**config.mk**
```make
export PLATFORM = sky130hd
export DESIGN_NAME = decimal_to_transposed_segment_rows_flat
export DESIGN_NICKNAME = d
export VERILOG_FILES = /design/src/rtl/dtsr_pkg.sv /design/src/rtl/dtsr_req_if.sv /design/src/rtl/dtsr_rsp_if.sv /design/src/rtl/dtsr_dabble.sv /design/src/rtl/decimal_to_transposed_segment_rows.sv /design/src/flat_wrapper.sv
export VERILOG_INCLUDE_DIRS = /design/src /design/src/rtl
export SDC_FILE = /design/constraint.sdc
export NUM_CORES = 1
export LEC_CHECK = 0
export BUFFER_PORTS_ARGS = -buffer_cell sky130_fd_sc_hd__buf_2
export CAP_MARGIN = 15
export CORE_ASPECT_RATIO = 0.8
export CORE_MARGIN = 4
export CORE_UTILIZATION = 35
export CTS_CLUSTER_DIAMETER = 40
export CTS_CLUSTER_SIZE = 28
export DETAILED_ROUTE_END_ITERATION = 10
export GPL_TIMING_DRIVEN = 0
export SYNTH_ARGS = -nofsm -noshare
export SYNTH_HDL_FRONTEND = slang
export SYNTH_HIERARCHICAL = 1
export SYNTH_SLANG_ARGS = --single-unit
```
**constraint.sdc**
```tcl
create_clock -name clock -period 2.78 [get_ports clock]
set_input_delay 0.139 -clock clock [delete_from_list [all_inputs] [get_ports clock]]
set_output_delay 0.139 -clock clock [all_outputs]
set_load 0.02 [all_outputs]
```
**src/rtl/decimal_to_transposed_segment_rows_macros.svh**
```systemverilog
// Assertion macros shared by the decimal to segment-row block
`ifndef DECIMAL_TO_TRANSPOSED_SEGMENT_ROWS_MACROS_SVH
`define DECIMAL_TO_TRANSPOSED_SEGMENT_ROWS_MACROS_SVH

// Same-cycle implication, checked outside reset
`define DTSR_ASSERT_IMPLIES(label, clk, rst, cond, expr) \
   label: assert property (@(posedge clk) disable iff (rst) (cond) |-> (expr)) \
      else $error("%m: implication check failed");

// Next-cycle implication, checked outside reset
`define DTSR_ASSERT_NEXT(label, clk, rst, cond, expr) \
   label: assert property (@(posedge clk) disable iff (rst) (cond) |=> (expr)) \
      else $error("%m: next-cycle check failed");

`endif

```
**src/rtl/dtsr_pkg.sv**
```systemverilog
// Types, constants and the digit glyph table for the segment-row block
`default_nettype none

package dtsr_pkg;

   localparam int VALUE_W     = 32;
   localparam int BCD_DIGITS  = 10;
   localparam int BCD_W       = 4 * BCD_DIGITS;
   localparam int SHIFT_CNT_W = $clog2(VALUE_W);
   localparam int MAX_DIGITS  = 8;
   localparam int COUNT_W     = 4;
   localparam int ROW_COUNT   = 8;
   localparam int ROW_IDX_W   = $clog2(ROW_COUNT);
   localparam int ROW_W       = 8;
   localparam int POS_W       = $clog2(MAX_DIGITS) > 0 ? $clog2(MAX_DIGITS) : 1;
   localparam int GLYPH_SEGS  = 7;
   localparam int ADDR_W      = 4;
   localparam int CSR_INDEX_W = 1;
   localparam int CSR_DATA_W  = 64;

   localparam logic [CSR_INDEX_W-1:0] CSR_DIGIT_COUNT    = 1'd0;
   localparam logic [CSR_INDEX_W-1:0] CSR_POSITION_MASKS = 1'd1;

   localparam logic [COUNT_W-1:0]    DIGIT_COUNT_RESET = 4'd8;
   localparam logic [CSR_DATA_W-1:0] MASKS_RESET       = 64'h8040201008040201;
   localparam logic [ADDR_W-1:0]     ADDR_LAST         = 4'd8;
   localparam logic [3:0]            DIGIT_BLANK       = 4'hf;
   localparam logic [ROW_W-1:0]      ROW_CLEAR         = 8'h00;

   typedef enum logic [1:0] {
      ST_IDLE,
      ST_CONVERT,
      ST_PAINT,
      ST_EMIT
   } state_type;

   function automatic logic [GLYPH_SEGS-1:0] dtsr_glyph(input logic [3:0] digit);
      logic [GLYPH_SEGS-1:0] g;
      case (digit)
         4'd0:    g = 7'h3f;
         4'd1:    g = 7'h06;
         4'd2:    g = 7'h5b;
         4'd3:    g = 7'h4f;
         4'd4:    g = 7'h66;
         4'd5:    g = 7'h6d;
         4'd6:    g = 7'h7d;
         4'd7:    g = 7'h07;
         4'd8:    g = 7'h7f;
         4'd9:    g = 7'h6f;
         default: g = 7'h00;
      endcase
      return g;
   endfunction

endpackage

`default_nettype wire

```
**src/rtl/dtsr_req_if.sv**
```systemverilog
// Number input channel: valid, ready and the value to show
`default_nettype none

interface dtsr_req_if;
   import dtsr_pkg::*;

   logic               valid;
   logic               ready;
   logic [VALUE_W-1:0] value;

   modport source (output valid, output value, input ready);
   modport sink   (input valid, input value, output ready);
endinterface

`default_nettype wire

```
**src/rtl/dtsr_rsp_if.sv**
```systemverilog
// Register write output channel: valid, ready, address, row data and last
`default_nettype none

interface dtsr_rsp_if;
   import dtsr_pkg::*;

   logic              valid;
   logic              ready;
   logic [ADDR_W-1:0] reg_address;
   logic [ROW_W-1:0]  reg_data;
   logic              last;

   modport source (output valid, output reg_address, output reg_data, output last,
                   input ready);
   modport sink   (input valid, input reg_address, input reg_data, input last,
                   output ready);
endinterface

`default_nettype wire

```
**src/rtl/dtsr_dabble.sv**
```systemverilog
// Bit-serial binary to BCD converter, one input bit per cycle
`default_nettype none

module dtsr_dabble (
   input  wire logic                        clock,
   input  wire logic                        reset,
   input  wire logic                        start,
   input  wire logic [dtsr_pkg::VALUE_W-1:0] value,
   output logic                             done,
   output logic [dtsr_pkg::BCD_W-1:0]       bcd
);
   import dtsr_pkg::*;

   logic [VALUE_W-1:0]     bin_ff, bin_in;
   logic [BCD_W-1:0]       bcd_ff, bcd_in;
   logic [SHIFT_CNT_W-1:0] cnt_ff, cnt_in;
   logic                   busy_ff, busy_in;
   logic                   done_ff, done_in;
   logic [BCD_W-1:0]       adj;

   always_comb begin
      for (int i = 0; i < BCD_DIGITS; i++) begin
         adj[4*i +: 4] = (bcd_ff[4*i +: 4] >= 4'd5) ? bcd_ff[4*i +: 4] + 4'd3
                                                    : bcd_ff[4*i +: 4];
      end
   end

   always_comb begin
      bin_in  = bin_ff;
      bcd_in  = bcd_ff;
      cnt_in  = cnt_ff;
      busy_in = busy_ff;
      done_in = 1'b0;
      if (start) begin
         bin_in  = value;
         bcd_in  = '0;
         cnt_in  = '0;
         busy_in = 1'b1;
      end else if (busy_ff) begin
         bcd_in = {adj[BCD_W-2:0], bin_ff[VALUE_W-1]};
         bin_in = {bin_ff[VALUE_W-2:0], 1'b0};
         cnt_in = cnt_ff + SHIFT_CNT_W'(1);
         if (cnt_ff == SHIFT_CNT_W'(VALUE_W - 1)) begin
            busy_in = 1'b0;
            done_in = 1'b1;
         end
      end
   end

   always_ff @(posedge clock) begin
      if (reset) begin
         busy_ff <= 1'b0;
         done_ff <= 1'b0;
         cnt_ff  <= '0;
      end else begin
         busy_ff <= busy_in;
         done_ff <= done_in;
         cnt_ff  <= cnt_in;
      end
      bin_ff <= bin_in;
      bcd_ff <= bcd_in;
   end

   assign done = done_ff;
   assign bcd  = bcd_ff;

endmodule

`default_nettype wire

```
**src/rtl/decimal_to_transposed_segment_rows.sv**
```systemverilog
// Decimal number to transposed seven-segment row writes, top level
//
//   channel   dir  handshake          payload
//   req_if    in   valid/ready        value[31:0]
//   rsp_if    out  valid/ready        reg_address[3:0], reg_data[7:0], last
//   csr_*     in   csr_we             csr_index[0:0], csr_wdata[63:0]
//
// A number passes through the serial BCD conversion and digit load, one paint
// step per digit to set the rows, the eight row writes and an idle state in
// which the next number is taken.
// Output back-pressure stretches the write phase; the next number is taken
// as soon as the eighth write sits in the output register.
// Reset is synchronous, active high; configuration returns to 8 digits and
// the default position masks.
`default_nettype none

`include "decimal_to_transposed_segment_rows_macros.svh"

module decimal_to_transposed_segment_rows (
   input  wire logic                            clock,
   input  wire logic                            reset,
   dtsr_req_if.sink                             req_if,
   dtsr_rsp_if.source                           rsp_if,
   input  wire logic                            csr_we,
   input  wire logic [dtsr_pkg::CSR_INDEX_W-1:0] csr_index,
   input  wire logic [dtsr_pkg::CSR_DATA_W-1:0]  csr_wdata
);
   import dtsr_pkg::*;

   state_type             state_ff, state_in;
   logic [COUNT_W-1:0]    digit_count_ff, digit_count_in;
   logic [CSR_DATA_W-1:0] masks_ff, masks_in;
   logic [COUNT_W-1:0]    count_ff, count_in;
   logic [COUNT_W-1:0]    k_ff, k_in;
   logic [BCD_W-1:0]      digits_ff, digits_in;
   logic [ROW_W-1:0]      rows_ff [ROW_COUNT];
   logic [ROW_W-1:0]      rows_in [ROW_COUNT];
   logic [ROW_IDX_W-1:0]  emit_ff, emit_in;
   logic                  rsp_valid_ff, rsp_valid_in;
   logic [ADDR_W-1:0]     rsp_addr_ff, rsp_addr_in;
   logic [ROW_W-1:0]      rsp_data_ff, rsp_data_in;
   logic                  rsp_last_ff, rsp_last_in;

   logic                  start;
   logic                  dabble_done;
   logic [BCD_W-1:0]      dabble_bcd;
   logic                  load_out;
   logic [3:0]            digit_sel;
   logic [GLYPH_SEGS-1:0] glyph;
   logic [COUNT_W-1:0]    pos_full;
   logic [POS_W-1:0]      pos;
   logic [ROW_W-1:0]      mask;
   logic                  rows_any;
   logic                  emit_done;

   dtsr_dabble u_dabble (
      .clock (clock),
      .reset (reset),
      .start (start),
      .value (req_if.value),
      .done  (dabble_done),
      .bcd   (dabble_bcd)
   );

   // configuration registers
   always_comb begin
      digit_count_in = digit_count_ff;
      masks_in       = masks_ff;
      if (csr_we) begin
         case (csr_index)
            CSR_DIGIT_COUNT:    digit_count_in = csr_wdata[COUNT_W-1:0];
            CSR_POSITION_MASKS: masks_in       = csr_wdata;
            default:            ;
         endcase
      end
   end

   assign digit_sel = (k_ff != '0 && digits_ff == '0) ? DIGIT_BLANK : digits_ff[3:0];
   assign glyph     = dtsr_glyph(digit_sel);
   assign pos_full  = count_ff - COUNT_W'(1) - k_ff;
   assign pos       = pos_full[POS_W-1:0];
   assign mask      = masks_ff[{pos, 3'b000} +: ROW_W];
   assign load_out  = !rsp_valid_ff || rsp_if.ready;
   assign emit_done = (state_ff == ST_EMIT) && load_out &&
                      (emit_ff == ROW_IDX_W'(ROW_COUNT - 1));

   always_comb begin
      rows_any = 1'b0;
      for (int i = 0; i < ROW_COUNT; i++) begin
         rows_any = rows_any | (rows_ff[i] != ROW_CLEAR);
      end
   end

   always_comb begin
      state_in     = state_ff;
      count_in     = count_ff;
      k_in         = k_ff;
      digits_in    = digits_ff;
      emit_in      = emit_ff;
      rsp_valid_in = rsp_valid_ff;
      rsp_addr_in  = rsp_addr_ff;
      rsp_data_in  = rsp_data_ff;
      rsp_last_in  = rsp_last_ff;
      rows_in      = rows_ff;
      start        = 1'b0;
      req_if.ready = (state_ff == ST_IDLE);

      if (rsp_valid_ff && rsp_if.ready) begin
         rsp_valid_in = 1'b0;
      end

      case (state_ff)
         ST_IDLE: begin
            if (req_if.valid) begin
               start    = 1'b1;
               count_in = (digit_count_ff > COUNT_W'(MAX_DIGITS)) ? COUNT_W'(MAX_DIGITS)
                                                                 : digit_count_ff;
               k_in     = '0;
               emit_in  = '0;
               state_in = ST_CONVERT;
            end
         end
         ST_CONVERT: begin
            if (dabble_done) begin
               digits_in = dabble_bcd;
               state_in  = (count_ff == '0) ? ST_EMIT : ST_PAINT;
            end
         end
         ST_PAINT: begin
            for (int s = 0; s < GLYPH_SEGS; s++) begin
               if (glyph[s]) begin
                  rows_in[s] = rows_ff[s] | mask;
               end
            end
            digits_in = {4'b0000, digits_ff[BCD_W-1:4]};
            k_in      = k_ff + COUNT_W'(1);
            if (k_ff == count_ff - COUNT_W'(1)) begin
               state_in = ST_EMIT;
            end
         end
         ST_EMIT: begin
            if (load_out) begin
               rsp_valid_in = 1'b1;
               rsp_addr_in  = ADDR_W'(emit_ff) + ADDR_W'(1);
               rsp_data_in  = rows_ff[0];
               rsp_last_in  = (emit_ff == ROW_IDX_W'(ROW_COUNT - 1));
               for (int i = 0; i < ROW_COUNT - 1; i++) begin
                  rows_in[i] = rows_ff[i+1];
               end
               rows_in[ROW_COUNT-1] = ROW_CLEAR;
               emit_in = emit_ff + ROW_IDX_W'(1);
               if (emit_ff == ROW_IDX_W'(ROW_COUNT - 1)) begin
                  state_in = ST_IDLE;
               end
            end
         end
         default: begin
            state_in = ST_IDLE;
         end
      endcase
   end

   always_ff @(posedge clock) begin
      if (reset) begin
         state_ff       <= ST_IDLE;
         rsp_valid_ff   <= 1'b0;
         digit_count_ff <= DIGIT_COUNT_RESET;
         masks_ff       <= MASKS_RESET;
         k_ff           <= '0;
         emit_ff        <= '0;
         count_ff       <= '0;
         for (int i = 0; i < ROW_COUNT; i++) begin
            rows_ff[i] <= ROW_CLEAR;
         end
      end else begin
         state_ff       <= state_in;
         rsp_valid_ff   <= rsp_valid_in;
         digit_count_ff <= digit_count_in;
         masks_ff       <= masks_in;
         k_ff           <= k_in;
         emit_ff        <= emit_in;
         count_ff       <= count_in;
         rows_ff        <= rows_in;
      end
      digits_ff   <= digits_in;
      rsp_addr_ff <= rsp_addr_in;
      rsp_data_ff <= rsp_data_in;
      rsp_last_ff <= rsp_last_in;
   end

   assign rsp_if.valid       = rsp_valid_ff;
   assign rsp_if.reg_address = rsp_addr_ff;
   assign rsp_if.reg_data    = rsp_data_ff;
   assign rsp_if.last        = rsp_last_ff;

   `DTSR_ASSERT_IMPLIES(a_done_in_convert, clock, reset, dabble_done, state_ff == ST_CONVERT)
   `DTSR_ASSERT_IMPLIES(a_last_addr, clock, reset, rsp_valid_ff && rsp_last_ff, rsp_addr_ff == ADDR_LAST)
   `DTSR_ASSERT_IMPLIES(a_paint_range, clock, reset, state_ff == ST_PAINT, k_ff < count_ff && count_ff <= COUNT_W'(MAX_DIGITS))
   `DTSR_ASSERT_NEXT(a_rows_cleared, clock, reset, emit_done, !rows_any)

endmodule

`default_nettype wire
```
**src/flat_wrapper.sv**
```systemverilog
// flat-port wrapper written by rule: the top's interface ports become plain ports
module decimal_to_transposed_segment_rows_flat import dtsr_pkg::*;
  (clock, reset, csr_we, csr_index, csr_wdata, req_if_valid, req_if_value, req_if_ready, rsp_if_valid, rsp_if_reg_address, rsp_if_reg_data, rsp_if_last, rsp_if_ready);
  dtsr_req_if req_if_i ();
  dtsr_rsp_if rsp_if_i ();
  input  wire logic clock;
  input  wire logic reset;
  input  wire logic csr_we;
  input  wire logic [dtsr_pkg::CSR_INDEX_W-1:0] csr_index;
  input  wire logic [dtsr_pkg::CSR_DATA_W-1:0] csr_wdata;
  input wire logic [$bits(req_if_i.valid)-1:0] req_if_valid;
  input wire logic [$bits(req_if_i.value)-1:0] req_if_value;
  output wire logic [$bits(req_if_i.ready)-1:0] req_if_ready;
  output wire logic [$bits(rsp_if_i.valid)-1:0] rsp_if_valid;
  output wire logic [$bits(rsp_if_i.reg_address)-1:0] rsp_if_reg_address;
  output wire logic [$bits(rsp_if_i.reg_data)-1:0] rsp_if_reg_data;
  output wire logic [$bits(rsp_if_i.last)-1:0] rsp_if_last;
  input wire logic [$bits(rsp_if_i.ready)-1:0] rsp_if_ready;
  assign req_if_i.valid = req_if_valid;
  assign req_if_i.value = req_if_value;
  assign req_if_ready = req_if_i.ready;
  assign rsp_if_valid = rsp_if_i.valid;
  assign rsp_if_reg_address = rsp_if_i.reg_address;
  assign rsp_if_reg_data = rsp_if_i.reg_data;
  assign rsp_if_last = rsp_if_i.last;
  assign rsp_if_i.ready = rsp_if_ready;
  decimal_to_transposed_segment_rows u_core (.clock(clock), .reset(reset), .req_if(req_if_i), .rsp_if(rsp_if_i), .csr_we(csr_we), .csr_index(csr_index), .csr_wdata(csr_wdata));
endmodule
```
==> results of run 1 <==
## area by class of cell
| class | instances | area share, % |
|---|---|---|
| Buffer | 71 | 2.21 |
| Clock buffer | 40 | 5.99 |
| Timing Repair Buffer | 227 | 10.2 |
| Sequential cell | 270 | 37.4 |
| Inverter | 97 | 2.18 |
| Clock inverter | 33 | 2.25 |
| Tap cell | 472 | 3.53 |
| Multi-Input combinational cell | 807 | 36.2 |
## worst paths after layout
kind,to,slack [ns],from
max,u_core/rows_ff[33],-0.03,u_core/digits_ff[11]
max reg2reg,u_core/rows_ff[33],-0.03,u_core/digits_ff[11]
min reg2reg,u_core/rsp_if.reg_data[2],0.44,u_core/rows_ff[58]
min,u_core/count_ff[3],0.07,req_if_valid
## flip-flops by register name (all words and copies together) (netlist names)
name                       cells
u_core/masks_ff               64
u_core/rows_ff                56
u_core/digits_ff              40
u_core/u_dabble/bcd           40
u_core/u_dabble/bin_ff        32
u_core/rsp_if.reg_data         8
u_core/u_dabble/cnt_ff         5
u_core/count_ff                4
u_core/digit_count_ff          4
u_core/k_ff                    4
u_core/rsp_if.reg_address      4
u_core/emit_ff                 3
u_core/state_ff                2
u_core/rsp_if.last             1
u_core/rsp_if.valid            1
u_core/u_dabble/busy_ff        1
u_core/u_dabble/done           1
## per-stage QoR
step	worst slack, ns	TNS, ns	area, sq um
global placement	-0.786	-59.33	13800
floorplan	0.0525	0	12700
finish	-0.0251	-0.0590	16700
global route	-0.130	-1.16	16700
detailed placement	-0.830	-64.71	13800
CTS	0.00762	0	16400
## power by group through the flow
stage,Sequential [mW],Combinational [mW],Clock (mW)
after detailed placement,5.78,3.94,0
after global routing,5.82,4.91,5.45
after global placement,5.75,3.83,0
after floorplan,5.56,2.97,0
final,5.71,4.48,5.18
after CTS,5.70,4.22,5.28
## worst register-to-register path: cells and delay by family (launching register included)
kind            cells  cell delay (ns)
fa+ha+maj           1             0.20
simple gates        3             0.92
compound gates      5             0.94
flops               1             0.42
buf+inv             1             0.19
## placed cells by master, fill, tap and decap left out, types with 7 or more instances in the layout
cell type,netlist,routed
sky130_fd_sc_hd__mux2i_4,1,8
sky130_fd_sc_hd__mux4_1,10,8
sky130_fd_sc_hd__mux2_2,68,68
sky130_fd_sc_hd__a211oi_1,11,11
sky130_fd_sc_hd__a221oi_2,0,7
sky130_fd_sc_hd__nand3b_1,11,11
sky130_fd_sc_hd__clkbuf_16,0,40
sky130_fd_sc_hd__buf_1,8,7
sky130_fd_sc_hd__o21ai_1,13,14
sky130_fd_sc_hd__nor2b_1,8,8
sky130_fd_sc_hd__nor2_1,65,58
sky130_fd_sc_hd__edfxtp_1,85,85
sky130_fd_sc_hd__a31oi_1,18,15
sky130_fd_sc_hd__inv_1,97,97
sky130_fd_sc_hd__buf_4,8,16
sky130_fd_sc_hd__nand4_1,19,19
sky130_fd_sc_hd__o21ai_0,37,35
sky130_fd_sc_hd__nand3_1,29,22
sky130_fd_sc_hd__clkbuf_1,41,34
sky130_fd_sc_hd__a221oi_1,32,25
sky130_fd_sc_hd__dlygate4sd3_1,0,97
sky130_fd_sc_hd__nor3_1,10,10
sky130_fd_sc_hd__mux4_2,6,8
sky130_fd_sc_hd__dfxtp_1,185,184
sky130_fd_sc_hd__buf_2,14,129
sky130_fd_sc_hd__nor2_2,0,7
sky130_fd_sc_hd__mux2i_1,15,15
sky130_fd_sc_hd__o2bb2ai_1,8,8
sky130_fd_sc_hd__nand2_1,165,164
sky130_fd_sc_hd__a21oi_1,103,100
sky130_fd_sc_hd__ha_1,34,33
sky130_fd_sc_hd__inv_6,0,9
## repair_timing
item	in CTS	in global routing
pin swaps	9	14
hold buffers	97	0
cloned	0	3
gates resized for setup	34	45
endpoints found under the setup margin	140	133
hold endpoints to repair	101	0
setup buffers	7	6
## routing by layer
| metal | track usage, % | vias up | share of wire [%] |
|---|---|---|---|
| li1 | - | 5086 | - |
| met1 | 26.0 | 5144 | 47 |
| met2 | 27.1 | 316 | 45 |
| met3 | 3.07 | 62 | 5.9 |
| met4 | 4.89 | 0 | 1.9 |
| met5 | 0 | - | 0 |
## kinds of logic (layout without fill, tap and decap cells)
kind of cell | after synthesis | after routing | synth area share (%)
simple gates | 370 | 371 | 14.0
flops | 270 | 270 | 49.5
fa+ha+maj | 35 | 35 | 3.52
xor+xnor | 8 | 8 | 0.831
mux | 107 | 109 | 11.3
buf+inv | 172 | 468 | 5.78
compound gates | 284 | 284 | 15.1
==> run summary, run 1 <==
Counting I/O delays and the setup requirement, the final critical path takes 2.81 ns. Entering global routing, the biggest net connects 41 pins. Internal power comes to 10.2 mW.

The tools report the kind of start point of the critical path as a register. The tools report the CTS buffer count as 40. For the via count of the first global-routing pass, the log shows 10509. The run gives 6.05 nW as the static leakage.

The fraction of power spent switching nets is 33.5%. The tools report the number of antenna violations at the first check in global routing as 0. TritonCTS built the clock tree.

Synthesis instantiated 74 different standard cells from the library. Counting every net in the synthesized netlist gives 1383. Synthesis inferred 270 register bits. Post-route non-filler standard cell count: 2017. 0 antenna diodes ended up in the layout. Data on the critical path is required at its endpoint by 3.15 ns.

The die covers 0.0393 sq mm. The logs give 0 for the count of maximum capacitance violations and 893 for the number of DRC markers after the initial detailed-route iteration. The critical path goes through or4_4, a211oi_4, and3_4, or2_4, ha_4, o211ai_1, a21oi_2, buf_6, a31oi_1, a2111oi_2. In the final routed layout, each cell accounts on average for 17.8 microns. Clock latency on the worst-skew pair, taken at its later pin, is 0.53 ns. The die is 221 microns wide. For the highest ir drop seen on vdd, the log shows 511 uV. The final-report max-slew violation count came out at 0.

The initial core utilization came out at 36.0%. The number of cells on the worst hold path was 4; the total via count after detailed routing was 10608. The slowest stage of the critical path belongs to the cell sky130_fd_sc_hd__or4_4. Broken down by cell family, the worst path's largest delay share belongs to compound AO/OA/AOI/OAI gates. Summing all multi-input logic gate instances after layout gives 0.00605 sq mm.

The congestion estimate from routability-driven global placement came to 0.872. After detailed routing, the number of remaining DRC violations is 0. Buffer type at the clock tree root: sky130_fd_sc_hd__clkbuf_16. Summed over all layers, the global routing overflow is 0. The final worst-path cycle share was 101%. Measured in cells, the most critical reg-to-reg path has a length of 10.

The number of warnings reported in the yosys synthesis log came out at 6. For the pin with the worst max-slew slack, the measured transition is 0.994 ns. Final count of negative-setup-slack endpoints: 4. The flow ran to the end, but the final reports show violations. In this run the core area contains 61 standard-cell rows.

By count the netlist is led by 185 x sky130_fd_sc_hd__dfxtp_1, 165 x sky130_fd_sc_hd__nand2_1, 103 x sky130_fd_sc_hd__a21oi_1. Clock tree synthesis found a total of 270 sinks. Across every metal layer, demand over resource in global routing totals 17.7%.

The smallest hold slack was 0.0741 ns; the fraction of final layout cells sized beyond drive strength 1 was 25.4%. The clock passes through at most 3 buffers. The share of total power in combinational logic is 29.1%, and the proportion of power drawn by flip-flops and latches is 37.2%. The cell area after synthesis came out at 0.0127 sq mm. The total buffers and inverters traversed by the critical path is 1, and the total half-perimeter wirelength after legalization and detailed placement is 24000 microns. The area of the core region is 0.0352 sq mm. The top cell type by area accounts for 29.3% of the synthesized area. Class of the tightest hold or removal check: in2reg. The first global-routing pass estimated 56100 microns of wire. Cells fill 47.5% of the core in the end. Most repeated cell in the gate-level netlist after synthesis: sky130_fd_sc_hd__dfxtp_1. The part of the power in the clock network was 33.7%; the number of cells on the critical path was 10. At the end of the flow, the number of nets in the layout was 1651. The count of endpoints failing hold in the final timing report came out at 0. STA classifies the critical path endpoint as a register. Along the worst path, the maximum fanout reaches 8.

The H-tree was split into 2 levels. The peak per-stage delay on the critical path was 0.58 ns. The number of search-and-repair iterations in the first detailed-routing pass is 5. The checks that failed: negative setup slack. For the final database, setup skew stands at 0.0210 ns. Yosys attributes the largest share of cell area to sky130_fd_sc_hd__dfxtp_1 29%, sky130_fd_sc_hd__edfxtp_1 20%, sky130_fd_sc_hd__mux2_2 6.1%, sky130_fd_sc_hd__nand2_1 4.9%, sky130_fd_sc_hd__a21oi_1 4.1%.

For this run, the top clock speed supported by timing is 356 MHz. The vias per cell was 5.26; the synthesized instance count was 1246. Measured along the y axis, the die boundary spans 178 microns. The logs give 5.14 mW for the switching component of the power and 15.4 mW for the overall power of the completed layout.

Count of port buffers added during placement: 116. For the worst endpoint data arrival time, the log shows 3.18 ns. The share of async-settable or async-resettable flops after synthesis came out at 0%.

Setup repair after global routing could not meet its margin everywhere. The area growth from synthesis to layout is 32.2%. Synthesized area per cell: 10.2 sq um. The number of top-level design ports was 117; the final setup slack of the worst path was -0.0251 ns.

For this run, the register share of the synthesized area comes to 49.5%. Headroom to the max-slew limit came out at 33.5%. The logs give 1834 for the total instance count after detailed placement and 0 for the remaining antenna violation count. For the sequential cell area, the log shows 0.00626 sq mm. Clock-pin slew was measured on the worst setup and hold paths at 0.06 ns.

For the filler cell count, the log shows 3153. The total power divided by cell area was 919 mW/mm^2. The critical path is of the reg2reg type. Commonest register cell after synthesis: sky130_fd_sc_hd__dfxtp_1. The cell type contributing the most total cell area after synthesis was sky130_fd_sc_hd__dfxtp_1.

Summed over all layers, the routed wires come to 35800 microns. Number of enable-type register cells in the synthesized netlist: 85.
No activity file was read; power rests on OpenSTA's default activity.
==> run 2, diff against run 1 <==
CELL_PAD_IN_SITES_DETAIL_PLACEMENT = 2   (was not set)
CELL_PAD_IN_SITES_GLOBAL_PLACEMENT = 2   (was not set)
PLACE_DENSITY_LB_ADDON = 0.1   (was not set)
==> run 2 against run 1 <==
  * The run still ends with negative setup slack left
  * Sequential power is 2% higher
  * Clock skew down 0.0055 ns
  * Register-to-register slack got worse by 0.26 ns
  * Die area stayed put
  * Critical path depth grew 1
  * Combinational power rose by 9.2%
  * Count of clock-buffer cells in the layout rose by 17
  * Hold slack gained 0.053 ns
  * Routed wire length is 37% higher
  * Power up 6.9%
  * Highest routed layer unchanged
==> run summary, run 2 (same netlist as run 1, synthesis figures left out) <==
The flow ran to the end, but the final reports show violations. Violations in the final reports: negative setup slack (unchanged). TritonCTS built the clock tree. The run gives 11033 (was 10608) as the total via count after detailed routing. Largest registers: u_core/masks_ff (64), u_core/rows_ff (56) (unchanged). The number of search-and-repair iterations in the first detailed-routing pass came out at 4 (was 5).

The total half-perimeter wirelength after legalization and detailed placement is 30200 microns (was 24000 microns), and the area taken by multi-input logic gates is 0.00610 sq mm (was 0.00605 sq mm). The fraction of final layout cells sized beyond drive strength 1 came out at 26.6% (was 25.4%). The number of flip-flops under the largest register name is 64 (unchanged), and the number of antenna violations at the first check in global routing is 2 (was 0). The tools report the overall routing resource usage as 24.0% (was 17.7%). The most frequent standard cell in the layout excluding fill and tap cells was sky130_fd_sc_hd__dfxtp_1 (unchanged).

The via count of the first global-routing pass came out at 12192 (was 10509). The DRC violation count after routing is 0 (unchanged). Commonest cells after routing, fill and taps aside: 183 x sky130_fd_sc_hd__dfxtp_1, 164 x sky130_fd_sc_hd__nand2_1, 129 x sky130_fd_sc_hd__buf_2 (was 184 x sky130_fd_sc_hd__dfxtp_1, 164 x sky130_fd_sc_hd__nand2_1, 129 x sky130_fd_sc_hd__buf_2). Initial core utilization: 36.0% (unchanged).

The classification of the worst setup path is reg2reg (unchanged). The count of port buffers added during placement was 116 (unchanged); the peak per-stage delay on the critical path was 0.58 ns (about the same). The vias per cell works out to 5.42 (was 5.26). Maximum fanout encountered on the critical timing path: 4 (was 8).

The most flop-heavy register is u_core/masks_ff (unchanged). The worst endpoint data arrival time came out at 3.44 ns (was 3.18 ns). Setup repair after global routing could not meet its margin everywhere. The tools report the number of buffers between clock root and the deepest sink as 3 (unchanged). The run gives 16.4 mW (was 15.4 mW) as the overall power of the completed layout.

The area growth from synthesis to layout is 34.7% (was 32.2%), and the final critical path time including I/O delays and setup is 3.07 ns (was 2.81 ns). For the highest ir drop seen on vdd, the log shows 543 uV (was 511 uV). The global-route wire length before repair was 73400 microns (was 56100 microns); the final weighted congestion in routability-driven placement was 0.820 (was 0.872).

The number of DRC markers after the initial detailed-route iteration came out at 613 (was 893). The die outline height is 178 microns (unchanged), and the required time of the worst setup path is 3.15 ns (about the same). The filler cell count was 3585 (was 3153). The area of the core region is 0.0352 sq mm (unchanged). The post-detailed-placement cell area is 0.0138 sq mm (about the same), and the remaining antenna violation count is 0 (unchanged). The count of nets after finishing is 1666 (was 1651). The maximum frequency from static timing analysis was 326 MHz (was 356 MHz).

The critical path's most frequent cell was sky130_fd_sc_hd__buf_4. The buffer type at the clock tree root was sky130_fd_sc_hd__clkbuf_16 (unchanged). The static leakage is 6.18 nW (was 6.05 nW). The tools report the final count of negative-setup-slack endpoints as 16 (was 4).

The run gives 48.4% (was 47.5%) as the utilization of the core after routing. The H-tree depth reported by CTS was 2 (unchanged); the number of top-level design ports was 117 (unchanged). For the remaining global-route overflow, the log shows 0 (unchanged). The logs give 0.0170 sq mm (was 0.0167 sq mm) for the summed area of non-filler cells in the final layout and 0 (unchanged) for the count of endpoints failing hold in the final timing report.

The final-report max-slew violation count is 0 (unchanged), and the final worst-path cycle share is 110% (was 101%). Worst-path cell with the longest stage delay: sky130_fd_sc_hd__or4_4 (unchanged). For the CTS buffer count, the log shows 43 (was 40).

The transition time at the pin with the least slew margin is 1.13 ns (was 0.994 ns), and the chip width is 221 microns (unchanged). The kind of start point of the critical path is a register (unchanged). The clock latency reported for the late side of the worst-skew pair came out at 0.54 ns (was 0.53 ns). The number of placement rows is 61 (unchanged), and the total detailed-routing wirelength is 49200 microns (was 35800 microns).

The class of the tightest hold or removal check is in2reg (unchanged). The tightest slew margin relative to the limit came out at 24.3% (was 33.5%). The final setup slack of the worst path came out at -0.287 ns (was -0.0251 ns). The average routed wire per standard cell came out at 24.2 microns (was 17.8 microns). The clock edge transition at the registers on the reported setup and hold paths came out at 0.06 ns (about the same). The tools report the kind of capture point of the worst setup path as a register (unchanged).

The number of sinks on the clock net is 270 (unchanged), and the largest net degree at the start of global routing is 21 (was 41). The count of maximum capacitance violations is 0 (unchanged), and the total power divided by cell area is 963 mW/mm^2 (was 919 mW/mm^2). The final setup skew came out at 0.0155 ns (was 0.0210 ns).

Cell breakdown of the critical path: or4_4, a211oi_4, and3_4, or2_4, ha_4, o211ai_1, buf_4, a21oi_4, buf_4, a31oi_1, a2111oi_2 (was or4_4, a211oi_4, and3_4, or2_4, ha_4, o211ai_1, a21oi_2, buf_6, a31oi_1, a2111oi_2). The number of antenna cells inserted is 0 (unchanged). The logs give 0.00626 sq mm (about the same) for the sequential cell area and -1.88 ns (was -0.0590 ns) for the aggregate negative setup slack. For the die footprint, the log shows 0.0393 sq mm (unchanged).
[run 2: metal layers]
layer / share of wire [%] / GRT usage [%] / up-vias / routed length, microns
met4: 1.6 / 4.86 / 0 / 810
met2: 48 / 40.2 / 219 / 23800
met1: 46 / 33.2 / 5640 / 22600
met5: 0 / 0 / - / 0
li1: - / - / 5109 / -
met3: 4.0 / 3.81 / 65 / 1990
[run 2: layout make-up]
type	count	area share, %
sequential	270	36.7
multi-input combinational	807	35.8
timing repair buffer	239	10.7
clock buffer	57	7.35
tap	472	3.46
buffer	71	2.21
inverter	97	2.14
clock inverter	22	1.59
[run 2: power by group]
part / internal (mW) / switching (mW) / leakage, nW / total, mW
sequential: 5.11 / 0.719 / 2.31 / 5.83
combinational: 2.00 / 2.88 / 3.13 / 4.89
clock: 3.60 / 2.11 / 0.743 / 5.70
total: 10.7 / 5.71 / 6.18 / 16.4
[run 2: final timing paths]
kind	slack, ns	from	end	depth (start not counted)
worst max-delay path	-0.29	u_core/digits_ff[9]	u_core/rows_ff[37]	11
worst max register to register	-0.29	u_core/digits_ff[9]	u_core/rows_ff[37]	11
worst min register to register	0.43	u_core/rows_ff[57]	u_core/rsp_if.reg_data[1]	0
worst min-delay path	0.13	rsp_if_ready	u_core/rsp_if.valid	3
[run 2: timing repair]
| item | 4_1_cts | 5_1_grt |
|---|---|---|
| hold endpoints to repair | 101 | 0 |
| gates cloned | 3 | 1 |
| setup buffers | 9 | 15 |
| endpoints found under the setup margin | 148 | 145 |
| resized for setup | 50 | 51 |
| pin swaps | 15 | 19 |
| hold buffers | 97 | 0 |
[run 2: critical path, delay by kind of cell, from the launching register on]
| kind | cells | cell delay [ns] |
|---|---|---|
| compound gates | 5 | 0.90 |
| buf+inv | 2 | 0.39 |
| fa+ha+maj | 1 | 0.20 |
| simple gates | 3 | 0.95 |
| flops | 1 | 0.43 |
[run 2: per-stage QoR]
step / cells / worst slack, ns / hold WS, ns
2_1_floorplan: 1246 / 0.0525 / 0.211
3_3_place_gp: 1834 / -1.01 / 0.336
3_5_place_dp: 1835 / -1.11 / 0.349
4_1_cts: 2020 / -0.0304 / 0.104
5_1_grt: 2035 / -0.376 / 0.162
6_report: 2035 / -0.287 / 0.127
